### src/rtl/njcs_pkg.sv
package njcs_pkg;

    localparam int MAX_NODES_DEF  = 1024;
    localparam int MAX_JOINTS_DEF = 8;
    localparam int LANE_SLOTS     = 8;

    localparam int ANGLE_W = 16;
    localparam int DOF_W   = 4;
    localparam int INDEX_W = 10;
    localparam int DIST_W  = 34;
    localparam int MAG_W   = 17;
    localparam int SQ_W    = 31;
    localparam int PAIR_W  = 32;
    localparam int QUAD_W  = 33;

    localparam logic [DOF_W-1:0] DOF_RESET = 4'd8;

    typedef logic [ANGLE_W-1:0] angle_t;
    typedef logic [SQ_W-1:0]    sq_t;

    typedef enum logic [0:0] {
        MODE_INSERT = 1'b0,
        MODE_QUERY  = 1'b1
    } mode_t;

    typedef enum logic [1:0] {
        STATUS_OK    = 2'd0,
        STATUS_FULL  = 2'd1,
        STATUS_EMPTY = 2'd2
    } status_t;

    // scan beat tag, travels alongside the lane data
    typedef struct packed {
        logic valid;
        logic first;
        logic last;
    } tag_t;

    typedef enum logic [3:0] {
        S_IDLE  = 4'b0001,
        S_SCAN  = 4'b0010,
        S_DRAIN = 4'b0100,
        S_HOLD  = 4'b1000
    } state_t;

endpackage

### src/rtl/njcs_merge.sv
module njcs_merge #(
    parameter int MAX_JOINTS = njcs_pkg::MAX_JOINTS_DEF,
    parameter int IDX_W      = 10
) (
    input  logic                          clk,
    input  logic                          rst_n,
    input  njcs_pkg::tag_t                tag_in,
    input  logic [IDX_W-1:0]              idx_in,
    input  njcs_pkg::sq_t                 sq_in [MAX_JOINTS],
    output logic                          done,
    output logic [IDX_W-1:0]              best_idx,
    output logic [njcs_pkg::DIST_W-1:0]   best_dist
);

    njcs_pkg::sq_t                  pad [njcs_pkg::LANE_SLOTS];
    logic [njcs_pkg::PAIR_W-1:0]    pair_reg [4];
    logic [njcs_pkg::QUAD_W-1:0]    quad_reg [2];
    logic [njcs_pkg::DIST_W-1:0]    total_reg;
    njcs_pkg::tag_t                 tag_a_reg, tag_b_reg, tag_c_reg;
    logic [IDX_W-1:0]               idx_a_reg, idx_b_reg, idx_c_reg;
    logic [IDX_W-1:0]               best_idx_reg;
    logic [njcs_pkg::DIST_W-1:0]    best_dist_reg;
    logic                           done_reg;

    always_comb
    begin
        for (int k = 0; k < njcs_pkg::LANE_SLOTS; k++)
        begin
            pad[k] = '0;
        end
        for (int k = 0; k < MAX_JOINTS; k++)
        begin
            pad[k] = sq_in[k];
        end
    end

    // three-level registered adder tree
    always_ff @(posedge clk)
    begin
        for (int k = 0; k < 4; k++)
        begin
            pair_reg[k] <= njcs_pkg::PAIR_W'(pad[2*k]) + njcs_pkg::PAIR_W'(pad[2*k+1]);
        end
        for (int k = 0; k < 2; k++)
        begin
            quad_reg[k] <= njcs_pkg::QUAD_W'(pair_reg[2*k])
                         + njcs_pkg::QUAD_W'(pair_reg[2*k+1]);
        end
        total_reg <= njcs_pkg::DIST_W'(quad_reg[0]) + njcs_pkg::DIST_W'(quad_reg[1]);
        idx_a_reg <= idx_in;
        idx_b_reg <= idx_a_reg;
        idx_c_reg <= idx_b_reg;
    end

    always_ff @(posedge clk or negedge rst_n)
    begin
        if (!rst_n)
        begin
            tag_a_reg <= '0;
            tag_b_reg <= '0;
            tag_c_reg <= '0;
            done_reg  <= 1'b0;
        end
        else
        begin
            tag_a_reg <= tag_in;
            tag_b_reg <= tag_a_reg;
            tag_c_reg <= tag_b_reg;
            done_reg  <= tag_c_reg.valid && tag_c_reg.last;
        end
    end

    // strict less-than keeps the lowest index on ties
    always_ff @(posedge clk)
    begin
        if (tag_c_reg.valid && (tag_c_reg.first || (total_reg < best_dist_reg)))
        begin
            best_dist_reg <= total_reg;
            best_idx_reg  <= idx_c_reg;
        end
    end

    assign done      = done_reg;
    assign best_idx  = best_idx_reg;
    assign best_dist = best_dist_reg;

endmodule

### config.mk
export PLATFORM = sky130hd
export DESIGN_NAME = njcs_merge
export DESIGN_NICKNAME = d
export VERILOG_FILES = /design/src/rtl/njcs_pkg.sv /design/src/rtl/njcs_merge.sv
export SDC_FILE = /design/constraint.sdc
export NUM_CORES = 1
export LEC_CHECK = 0
export BUFFER_PORTS_ARGS = -buffer_cell sky130_fd_sc_hd__buf_2
export CORE_UTILIZATION = 25
export CTS_BUF_LIST = sky130_fd_sc_hd__clkbuf_16
export DETAILED_ROUTE_END_ITERATION = 6
export HOLD_SLACK_MARGIN = 0.05
export PLACE_DENSITY = 0.49
export SKIP_CTS_REPAIR_TIMING = 1
export SYNTH_ARGS = -nofsm -noshare
export SYNTH_HDL_FRONTEND = slang
export SYNTH_SLANG_ARGS = --single-unit
### constraint.sdc
create_clock -name clk -period 4.8 [get_ports clk]
set_input_delay 0.96 -clock clk [delete_from_list [all_inputs] [get_ports clk]]
set_output_delay 0.96 -clock clk [all_outputs]
set_load 0.02 [all_outputs]
Yosys cells after proc, flatten, opt, wreduce, memory -nomap -nowiden

Memories as Yosys holds them, arrays and structs flattened.
Index checks and enable logic that the tools add are counted.

Register bits: 118
Latch bits: 0
Bits in writable memories: 194
Memory bits (read-only): 0
Input port bits: 263
Output and inout bits: 45
Logic and storage cells: 29
Memories: 2

$add $sub $neg: 7
$mul: 0
Div/mod/pow operators: 0
$lt $le $gt $ge: 1
Eq/ne operators: 0
Shift operators: 0
Muxes and demuxes: 0
Bitwise logic cells: 0
Reduce and logical (&&, ||, !) cells: 3

Memories:

| memory   | words | width | rd ports | clocked after memory_dff | wr ports | RTL line         | text |
|---|---|---|---|---|---|---|---|
| pair_reg | 4     | 32    | 4        | 0                        | 4        | njcs_merge.sv:16 | `logic [njcs_pkg::PAIR_W-1:0] pair_reg [4];` |
| quad_reg | 2     | 33    | 2        | 0                        | 2        | njcs_merge.sv:17 | `logic [njcs_pkg::QUAD_W-1:0] quad_reg [2];` |

Operator list:

| kind                                      | number |
|---|---|
| 31-bit by 31-bit adder with 32-bit output | 4 |
| 32-bit by 32-bit adder with 33-bit output | 2 |
| 33-bit by 33-bit adder with 34-bit output | 1 |
| 34-bit less-than comparator               | 1 |
| 1-bit logical AND                         | 2 |
| 1-bit logical OR                          | 1 |

Depth between registers and ports, before layout

Gate-level depths: netlist of the first run.

Depth in word-level cells: 3
Gate-level depth with buffers: 12
Gate-level depth less buffers: 12

Worst setup path after synthesis of the first run

No wires, ideal clock.

Path kind: register -> register
Start point: register best_dist_reg (netlist bit best_dist[11])
End point: register best_dist_reg (netlist bit best_dist[0]) (enable)
Setup time: 0.472 ns
Arrival: 4.530 ns
Data required time: 4.328 ns
Setup slack: -0.202 ns
Stages on the path, launching flop included: 12
Buffers on the path: 0
Clock period less this slack: 5.002 ns
Cells stage by stage: edfxtp_1 -> inv_1 -> ha_1 -> a21o_1 -> a21o_1 -> a21o_1 -> a21o_1 -> a21o_1 -> a21o_1 -> a221o_1 -> a21o_1 -> a31oi_1

Longest elaborated chain between the ends: 3

Ends and longest elaborated chain:

| what                        | RTL line         | text |
|---|---|---|
| start, declared             | njcs_merge.sv:22 | `logic [njcs_pkg::DIST_W-1:0] best_dist_reg;` |
| start signal, assigned      | njcs_merge.sv:78 | `best_dist_reg <= total_reg;` |
| 34-bit less-than comparator | njcs_merge.sv:76 | `if (tag_c_reg.valid && (tag_c_reg.first \|\| (total_reg < best_dist_reg)))` |
| 1-bit logical OR            | njcs_merge.sv:76 |  |
| 1-bit logical AND           | njcs_merge.sv:76 |  |

Every way passes these cells.
A chain may end at the register's enable or synchronous reset.

Worst setup path after layout of the first run

Start point: register best_dist_reg (netlist bit best_dist[11])
End point: register best_idx_reg[0], in the netlist best_idx[0] (enable)

Longest elaborated chain between the ends: 3

Ends and longest elaborated chain:

| what                        | RTL line         | text |
|---|---|---|
| 34-bit less-than comparator | njcs_merge.sv:76 |  |
| 1-bit logical OR            | njcs_merge.sv:76 |  |
| 1-bit logical AND           | njcs_merge.sv:76 |  |
| end signal, assigned        | njcs_merge.sv:79 | `best_idx_reg <= idx_c_reg;` |
| end, declared               | njcs_merge.sv:21 | `logic [IDX_W-1:0] best_idx_reg;` |

Every way passes these cells.

==> flow_summary.ini, run 1 <==
[outcome]
status = completed

[critical_path]
worst-path-max-fanout = 30
cp_data_arrival_time_ns = 3.72
r2r-start = best_dist[11]
worstSetupEndpointType = register
r2r_cells = 12
reg2reg_to = best_idx[0]
critPathLaunchType = register
critPathKind = reg -> reg
endpoint = best_idx[0]
ff2ff_setup_slack_ns = 1.31
required_ns = 5.03
timing.critical_path.from = best_dist[11]

[drt]
drt_first_iter_violations = 582
finalWirelength_mm = 50.44
firstDrtPassIters = 5
vias = 14760
vias_per_cell = 4.640
drc_errors = 0
antenna_left = 0
routedWlPerCell_um = 15.85

[run]
drv_cap = 0

[clock_network]
cts_tree = done
clock-root-buffer = clkbuf_16
cts_buffer_depth = 3
clock_latency_ns = 0.55
numCtsBuffers = 38
htreeDepth = 2
clock_sinks = 312
clk_pin_slew_worst_paths_ns = 0.06

[finish]
seq_area_um2 = 6736
syn2layout_area_growth_pct = 21.38
largest_reg_flops = 128
fillers = 7464
nets = 2729
finish.instance_area_um2 = 21960
layout-drive-gt1-share_pct = 17.12
multi_input_area_um2 = 11020
final_cell_mix = buf_2, dfxtp_1, ha_1
layout_commonest_cell = buf_2

[synth]
dominantRegCellSynth = dfxtp_1
syn_avg_cell_area_um2 = 9.659
synth_area_um2 = 18090
ys.warnings.count = 0
syn_nets = 2397
synth-seq-cells = 312
synth_edf_count = 44
synth_async_sr_flop_share_pct = 3.205
ys_seq_area_share_pct = 37.24
synth_cell_type_count = 72
synth_cells = 1873

[placed_design]
gp_congestion = 0.8558
placed_area_um2 = 20800
dpl.hpwl_mm = 42.42
port_buffers = 307

[timing]
period_needed_ns = 3.489
drv_slew = 0
fin_setup_tns_ns = 0
rsz0062_at_grt = no
clock.fmax_ghz = 0.2867
fin_skew_ns = 0.02051
hold_violations = 0
period_share_pct = 72.68
fin_hold_ws_ns = 0.2623
worstMarginPinSlew_ns = 1.042
report.final.setup_viol = 0
timing.slew.headroom_pct = 28.74

[grt]
grt_start_max_net_pins = 31
antenna_found_initial = 2
overflow = 0
grt_pass1_wl_mm = 79.80
grt_usage_pct = 13.59
grt_pass1_vias = 15000

[floorplanning]
fp.dieH_um = 271.0
placement_rows = 98
die_area_um2 = 73440
die_x_um = 271.0
coreArea_um2 = 71490
initial_core_util_pct = 25.31
io_pins = 308

[pwr]
leakage_nw = 10.29
cellPowerDensity_nw_per_um2 = 584.6
ir_worst_vdd_mv = 0.2477
fin_total_pwr_mw = 12.84

[hold_path]
hp-class = in -> async
## report_power, final
part	switching [mW]	total [mW]	internal [mW]
clock network	1.08	2.65	1.57
logic	3.45	6.11	2.66
registers	0.452	4.07	3.62
total	4.98	12.8	7.86
## critical path, stage by stage (launching register included)
cell and delay, ns:
edfxtp_1 0.34, inv_1 0.04, ha_1 0.30, a21o_1 0.19, a21o_1 0.18, a21o_1 0.17, a21o_1 0.17, a21o_1 0.16
a21o_1 0.16, a221o_1 0.40, a21o_1 0.22, a31oi_4 0.53, buf_12 0.29
## cell usage after synthesis (16+ instances only)
master | count | share of area (%)
o21ai_0 | 95 | 2.6
ha_1 | 254 | 18
dfxtp_1 | 258 | 29
a21oi_1 | 183 | 5.1
o21a_1 | 28 | 1.2
nand3_1 | 41 | 1.1
and3_1 | 25 | 0.86
nand2b_1 | 21 | 0.73
xor2_1 | 67 | 3.2
nand2_1 | 79 | 1.6
clkbuf_1 | 18 | 0.37
inv_1 | 72 | 1.5
a21o_1 | 145 | 6.0
nor3_1 | 35 | 0.97
nor2_1 | 108 | 2.2
a211oi_1 | 16 | 0.66
o21bai_1 | 29 | 1.2
edfxtp_1 | 44 | 7.3
a31oi_1 | 21 | 0.73
xnor2_1 | 125 | 6.1
nand4_1 | 26 | 0.90
## metrics by stage
| step | util, % | setup WS [ns] | std cells |
|---|---|---|---|
| finish | 30.72 | 1.311 | 3182 |
| global route | 30.72 | 1.100 | 3182 |
| CTS | 30.71 | 1.229 | 3181 |
| detailed placement | 29.09 | 0.7946 | 3115 |
| global placement | 29.09 | 0.8318 | 3115 |
| floorplan | - | 0.6973 | 1873 |
## worst min path at each step
stage | startpoint | endpoint | slack, ns | cells past startpoint
finish | rst_n | done | 0.26 | 1
global placement | idx_b_reg[1] | idx_c_reg[1] | 0.31 | 0
floorplan | idx_a_reg[0] | idx_b_reg[0] | 0.31 | 0
global route | rst_n | done | 0.24 | 1
detailed placement | idx_a_reg[5] | idx_b_reg[5] | 0.31 | 0
CTS | rst_n | tag_c_reg[2] | 0.22 | 1
## layout make-up
| type | count | share of cell area (%) |
|---|---|---|
| diodes | 1 | 0.01140 |
| flip-flops and latches | 312 | 30.68 |
| clock inverters | 27 | 0.8262 |
| clock buffers | 39 | 4.444 |
| repair buffers | 311 | 7.191 |
| inverters | 72 | 1.231 |
| well taps | 950 | 5.413 |
| multi-input cells | 1470 | 50.20 |
## routing by layer
layer,part of all wire [%],GRT usage [%]
met4,2.6,4.505
met2,50,24.45
met5,0,0
met3,3.3,1.686
met1,45,16.57
## cells by family after synthesis
family | synth area share [%]
compound gates | 22.07
buf+inv | 1.909
xor+xnor | 9.295
simple gates | 11.04
mux | 0.1107
flops | 37.24
fa+ha+maj | 18.34
Note: power is estimated with default switching activity, not from simulation.
==> run 2, diff against run 1 <==
Settings changed: ABC_AREA from default to 1, PLACE_DENSITY 0.49 to 0.47.
Clock period 4.8 ns to 3.35 ns, I/O delays scaled along.
==> flow_summary.ini, run 2 <==
[outcome]
status = completed

[hold_path]
hold_depth = 1
min_from = idx_in[5]
min_to = idx_a_reg[5]
hp-class = in -> reg

[synth]
synth_edf_count = 44
synth_async_sr_flop_share_pct = 3.205
synth-seq-cells = 312
synth.top_cells.by_count = nand2_1, inv_1, nor2_1
synth_top_area_share_pct = 23.61
ys_seq_area_share_pct = 30.79
dominantRegCellSynth = dfxtp_1
ys.warnings.count = 0
syn_nets = 3634
yosysMostFrequentCell = nand2_1
synth_top_area_cell = dfxtp_1
ys_top_cells_by_area = dfxtp_1, nand2_1, ha_1
synth_cells = 3110
syn_avg_cell_area_um2 = 7.035
synth_cell_type_count = 37
synth_area_um2 = 21880

[placed_design]
gp_congestion = 0.9050
dp_slack_ns = 0.7879
port_buffers = 307
dpl.hpwl_mm = 62.84

[critical_path]
timing.critical_path.from = best_dist[33]
cp_data_arrival_time_ns = 2.53
r2r_cells = 9
worstSetupEndpointType = register
reg2reg_to = best_idx[8]
ff2ff_setup_slack_ns = 1.03
worst-path-max-fanout = 30
critPathLaunchType = register
r2r-start = best_dist[33]
required_ns = 3.57
critPathKind = reg -> reg

[timing]
period_needed_ns = 2.318
worstMarginPinSlew_ns = 0.5955
period_share_pct = 69.19
timing.slew.headroom_pct = 59.80
hold_violations = 0
report.final.setup_viol = 0
fin_skew_ns = 0.02223
rsz0062_at_grt = no
setup_ws_ns = 1.032
fin_setup_tns_ns = 0
drv_slew = 0
clock.fmax_ghz = 0.4314

[clock_network]
cts_buffer_depth = 3
htreeDepth = 2
clock_latency_ns = 0.57
cts_tree = done
clk_pin_slew_worst_paths_ns = 0.06
clock-root-buffer = clkbuf_16
clock_sinks = 312
numCtsBuffers = 40

[run]
drv_cap = 0

[pwr]
p_sw_share_pct = 45.10
ir_worst_vdd_mv = 0.4824
power_frac_seq_pct = 28.8
pwr-share-clk_pct = 21.2
leakage_nw = 13.27
cellPowerDensity_nw_per_um2 = 774.9
p_int_mw = 11.14
p_sw_mw = 9.147
pwr-share-comb_pct = 50.0

[drt]
drt_first_iter_violations = 1183
vias_per_cell = 4.511
finalWirelength_mm = 72.08
drc_errors = 0
firstDrtPassIters = 5
vias = 20950
routedWlPerCell_um = 15.52
antenna_left = 0

[floorplanning]
initial_core_util_pct = 25.22
fp.dieH_um = 297.8
die_x_um = 297.8
coreArea_um2 = 86750
die_area_um2 = 88700
placement_rows = 108
io_pins = 308

[finish]
fillers = 9653
final_cell_mix = nand2_1, inv_1, nor2_1
largest_reg_flops = 128
nets = 3980
syn2layout_area_growth_pct = 19.64
antenna_cells = 0
layout-drive-gt1-share_pct = 12.99
layout_commonest_cell = nand2_1

[grt]
antenna_found_initial = 2
overflow = 0
grt_pass1_vias = 20590
grt_usage_pct = 15.99
grt_pass1_wl_mm = 113.1
grt_start_max_net_pins = 31
-- run 2: cell count changes after synthesis, moves of 102 or more --
| cell | delta |
|---|---|
| a21o_1 | -131 |
| nand2_1 | +795 |
| nand3_1 | +152 |
| xnor2_1 | -118 |
| nor2_1 | +204 |
| a21oi_1 | +102 |
| inv_1 | +254 |
-- run 2: worst max-delay path by stage --
stage                     slack [ns]               to  cells past startpoint
after floorplan                 0.30     best_dist[0]                     10
after global placement          0.80  pair_reg[2][26]                     12
after detailed placement        0.79  pair_reg[0][26]                     12
after CTS                       0.94     best_dist[4]                      9
after global routing            0.84      best_idx[8]                     10
final                           1.03      best_idx[8]                      9
-- run 2: layer usage --
layer,track usage [%],wire (um)
met1,21.86,34860
met2,26.83,32990
met3,1.998,2944
met4,3.272,1252
met5,0,27
-- run 2: through the flow --
step	hold WS, ns	total power [mW]	util (%)	instances	cell area [um2]
after floorplan	0.3096	12.74	-	3110	21880
after global placement	0.3099	16.13	28.63	4568	24840
after detailed placement	0.3121	16.13	28.63	4568	24840
after CTS	-0.07495	20.55	30.16	4642	26170
after global routing	0.1683	22.13	30.17	4643	26180
final	0.2004	20.28	30.17	4643	26180
-- run 2: worst max-delay path, stage by stage, from the launching register on --
cell and delay, ns:
edfxtp_1 0.41, inv_1 0.08, ha_1 0.23, a21oi_1 0.14, o21a_1 0.14, nand2_1 0.07
nor2_1 0.16, nand3_1 0.16, a21oi_4 0.15, buf_4 0.40
-- run 2: cell families after synthesis --
family	after synthesis	share of synthesized area [%]
and+or+nand+nor	1557	30.38
AOI/OAI and AO/OA	504	12.46
buffers and inverters	348	6.073
DFF	312	30.79
adders and majority gates	261	15.17
xor gates and xnor gates	128	5.124
-- run 2: layout make-up --
type,instances,area [um2],area share [%]
Tap cell,1155,1445,5.521
Timing Repair Buffer,310,1562,5.965
Multi-Input combinational cell,2450,13820,52.81
Sequential cell,312,6736,25.73
Clock inverter,34,324.1,1.238
Inverter,342,1284,4.904
Clock buffer,40,1001,3.824
-- run 2: power groups by stage --
stage,clock [mW],sequential [mW],combinational [mW]
6_report,4.30,5.84,10.1
5_1_grt,4.60,5.97,11.6
4_1_cts,4.46,5.88,10.2
3_5_place_dp,0,5.95,10.2
3_3_place_gp,0,5.94,10.2
2_1_floorplan,0,5.79,6.95
==> run 3, diff against run 2 <==
Settings changed: PLACE_DENSITY 0.47 to 0.49.
Clock period 3.35 ns to 2 ns, I/O delays scaled along.
==> flow_summary.ini, run 3 (synthesis results as in run 2) <==
[drt]
vias_per_cell = 4.438
vias = 21850
dr_wl_met3_mm = 2.657
wl_met1_mm = 35.35
routedWlPerCell_um = 15.00
drt_first_iter_violations = 1079
topRoutingLayerUsed = met5
antenna_left = 0
firstDrtPassIters = 7
finalWirelength_mm = 73.87
drc_errors = 0
wl_met2_mm = 34.52

[finish]
antenna_cells = 0
largest_reg_flops = 128
layout-drive-gt1-share_pct = 21.62
final_cell_mix = nand2_1, inv_1, buf_2
nets = 4262
syn2layout_area_growth_pct = 31.83
fillers = 9613
layout_commonest_cell = nand2_1

[timing]
period_share_pct = 106.5
worstMarginPinSlew_ns = 0.5969
period_needed_ns = 2.130
report.final.setup_viol = 38
rsz0062_at_grt = yes
hold_violations = 0
setup_ws_ns = -0.1302
drv_slew = 0
fin_setup_tns_ns = -4.212
clock.fmax_ghz = 0.4694
timing.slew.headroom_pct = 59.70
fin_skew_ns = 0.02107

[clock_network]
clock_sinks = 312
clock_latency_ns = 0.56
clock-root-buffer = clkbuf_16
cts_buffer_depth = 3
clk_pin_slew_worst_paths_ns = 0.06
cts_tree = done
htreeDepth = 2
numCtsBuffers = 39

[critical_path]
path_buf_inv = 3
worst-path-max-fanout = 6
cpMaxStageDelayCell = edfxtp_1
cp_data_arrival_time_ns = 2.40
required_ns = 2.27
ff2ff_setup_slack_ns = -0.13
max_stage_delay_ns = 0.41
path_delay_family = compound AO/OA/AOI/OAI gates
critPathKind = reg -> reg
critPathLaunchType = register
worstSetupEndpointType = register
crit_path_cell_trace = inv_2, ha_4, a21oi_2, o21a_1, nand2_2, nor2_2, nand3_2, a21oi_4, buf_12, clkbuf_16

[outcome]
violations = setup timing
status = finished with violations

[grt]
grt_start_max_net_pins = 26
grt_pass1_vias = 21420
antenna_found_initial = 5
grt_pass1_wl_mm = 114.2
grt_usage_pct = 16.21
overflow = 0

[placed_design]
dp_slack_ns = -0.2438
dpl.hpwl_mm = 64.04
gp_congestion = 0.8745
port_buffers = 307

[floorplanning]
fp.dieH_um = 297.8
io_pins = 308
die_x_um = 297.8
coreArea_um2 = 86750
placement_rows = 108
die_area_um2 = 88700
initial_core_util_pct = 25.22

[pwr]
ir_worst_vdd_mv = 0.8578
leakage_nw = 14.71
cellPowerDensity_nw_per_um2 = 1269

[run]
drv_cap = 0

[hold_path]
hp-class = in -> reg
-- run 3: cell count changes in the layout (fill, tap and decap cells not counted), sizes merged --
| cell | delta |
|---|---|
| inv | -2 |
| bufinv | +2 |
| buf | +267 |
| dlygate4sd3 | +13 |
| clkinv | -4 |
| clkinvlp | +1 |
| clkbuf | +4 |
-- run 3: layout make-up --
class | instances | area, um2 | share of cell area [%]
multi-input combinational | 2450 | 14190 | 49.19
tap | 1155 | 1445 | 5.011
sequential | 312 | 6739 | 23.37
clock buffer | 41 | 1026 | 3.557
timing repair buffer | 593 | 3816 | 13.23
inverter | 342 | 1284 | 4.451
clock inverter | 31 | 345.3 | 1.197
-- run 3: worst reg2reg max path: stages, from the launching register on --
cell and delay [ns]:
edfxtp_1 0.41, inv_2 0.10, ha_4 0.22, a21oi_2 0.13
o21a_1 0.15, nand2_2 0.06, nor2_2 0.16, nand3_2 0.11
a21oi_4 0.19, buf_12 0.17, clkbuf_16 0.16
-- run 3: worst paths after layout --
check / startpoint / end / cells past startpoint
min in group asynchronous: rst_n / tag_c_reg[0] / 2
setup reg to reg: best_dist[33] / best_dist[24] / 10
setup / recovery: best_dist[33] / best_dist[24] / 10
max in group asynchronous: rst_n / tag_a_reg[1] / 2
hold / removal: sq_in[155] / pair_reg[1][0] / 2
hold reg to reg: idx_b_reg[7] / idx_c_reg[7] / 0
-- run 3: routing by layer --
metal,vias up,track usage (%)
met5,-,0
met2,392,27.72
met1,9803,21.67
met4,2,3.382
met3,81,2.071
li1,11570,-
-- run 3: where the power goes --
group / switching (mW) / leakage [nW] / internal [mW] / total (mW)
Combinational: 11.9 / 11.3 / 7.51 / 19.4
Clock: 2.86 / 0.675 / 4.54 / 7.40
Sequential: 1.15 / 2.72 / 8.64 / 9.79
-- run 3: per-stage QoR --
stage	util (%)	std cells	instance area, um2	total power [mW]	hold slack (ns)
global route	33.25	4924	28840	39.76	0.09994
CTS	32.46	4895	28160	35.90	-0.3340
floorplan	-	3110	21890	21.36	0.1044
detailed placement	30.88	4823	26790	28.30	0.2704
finish	33.25	4924	28840	36.61	0.08993
global placement	30.88	4823	26790	28.26	0.2652
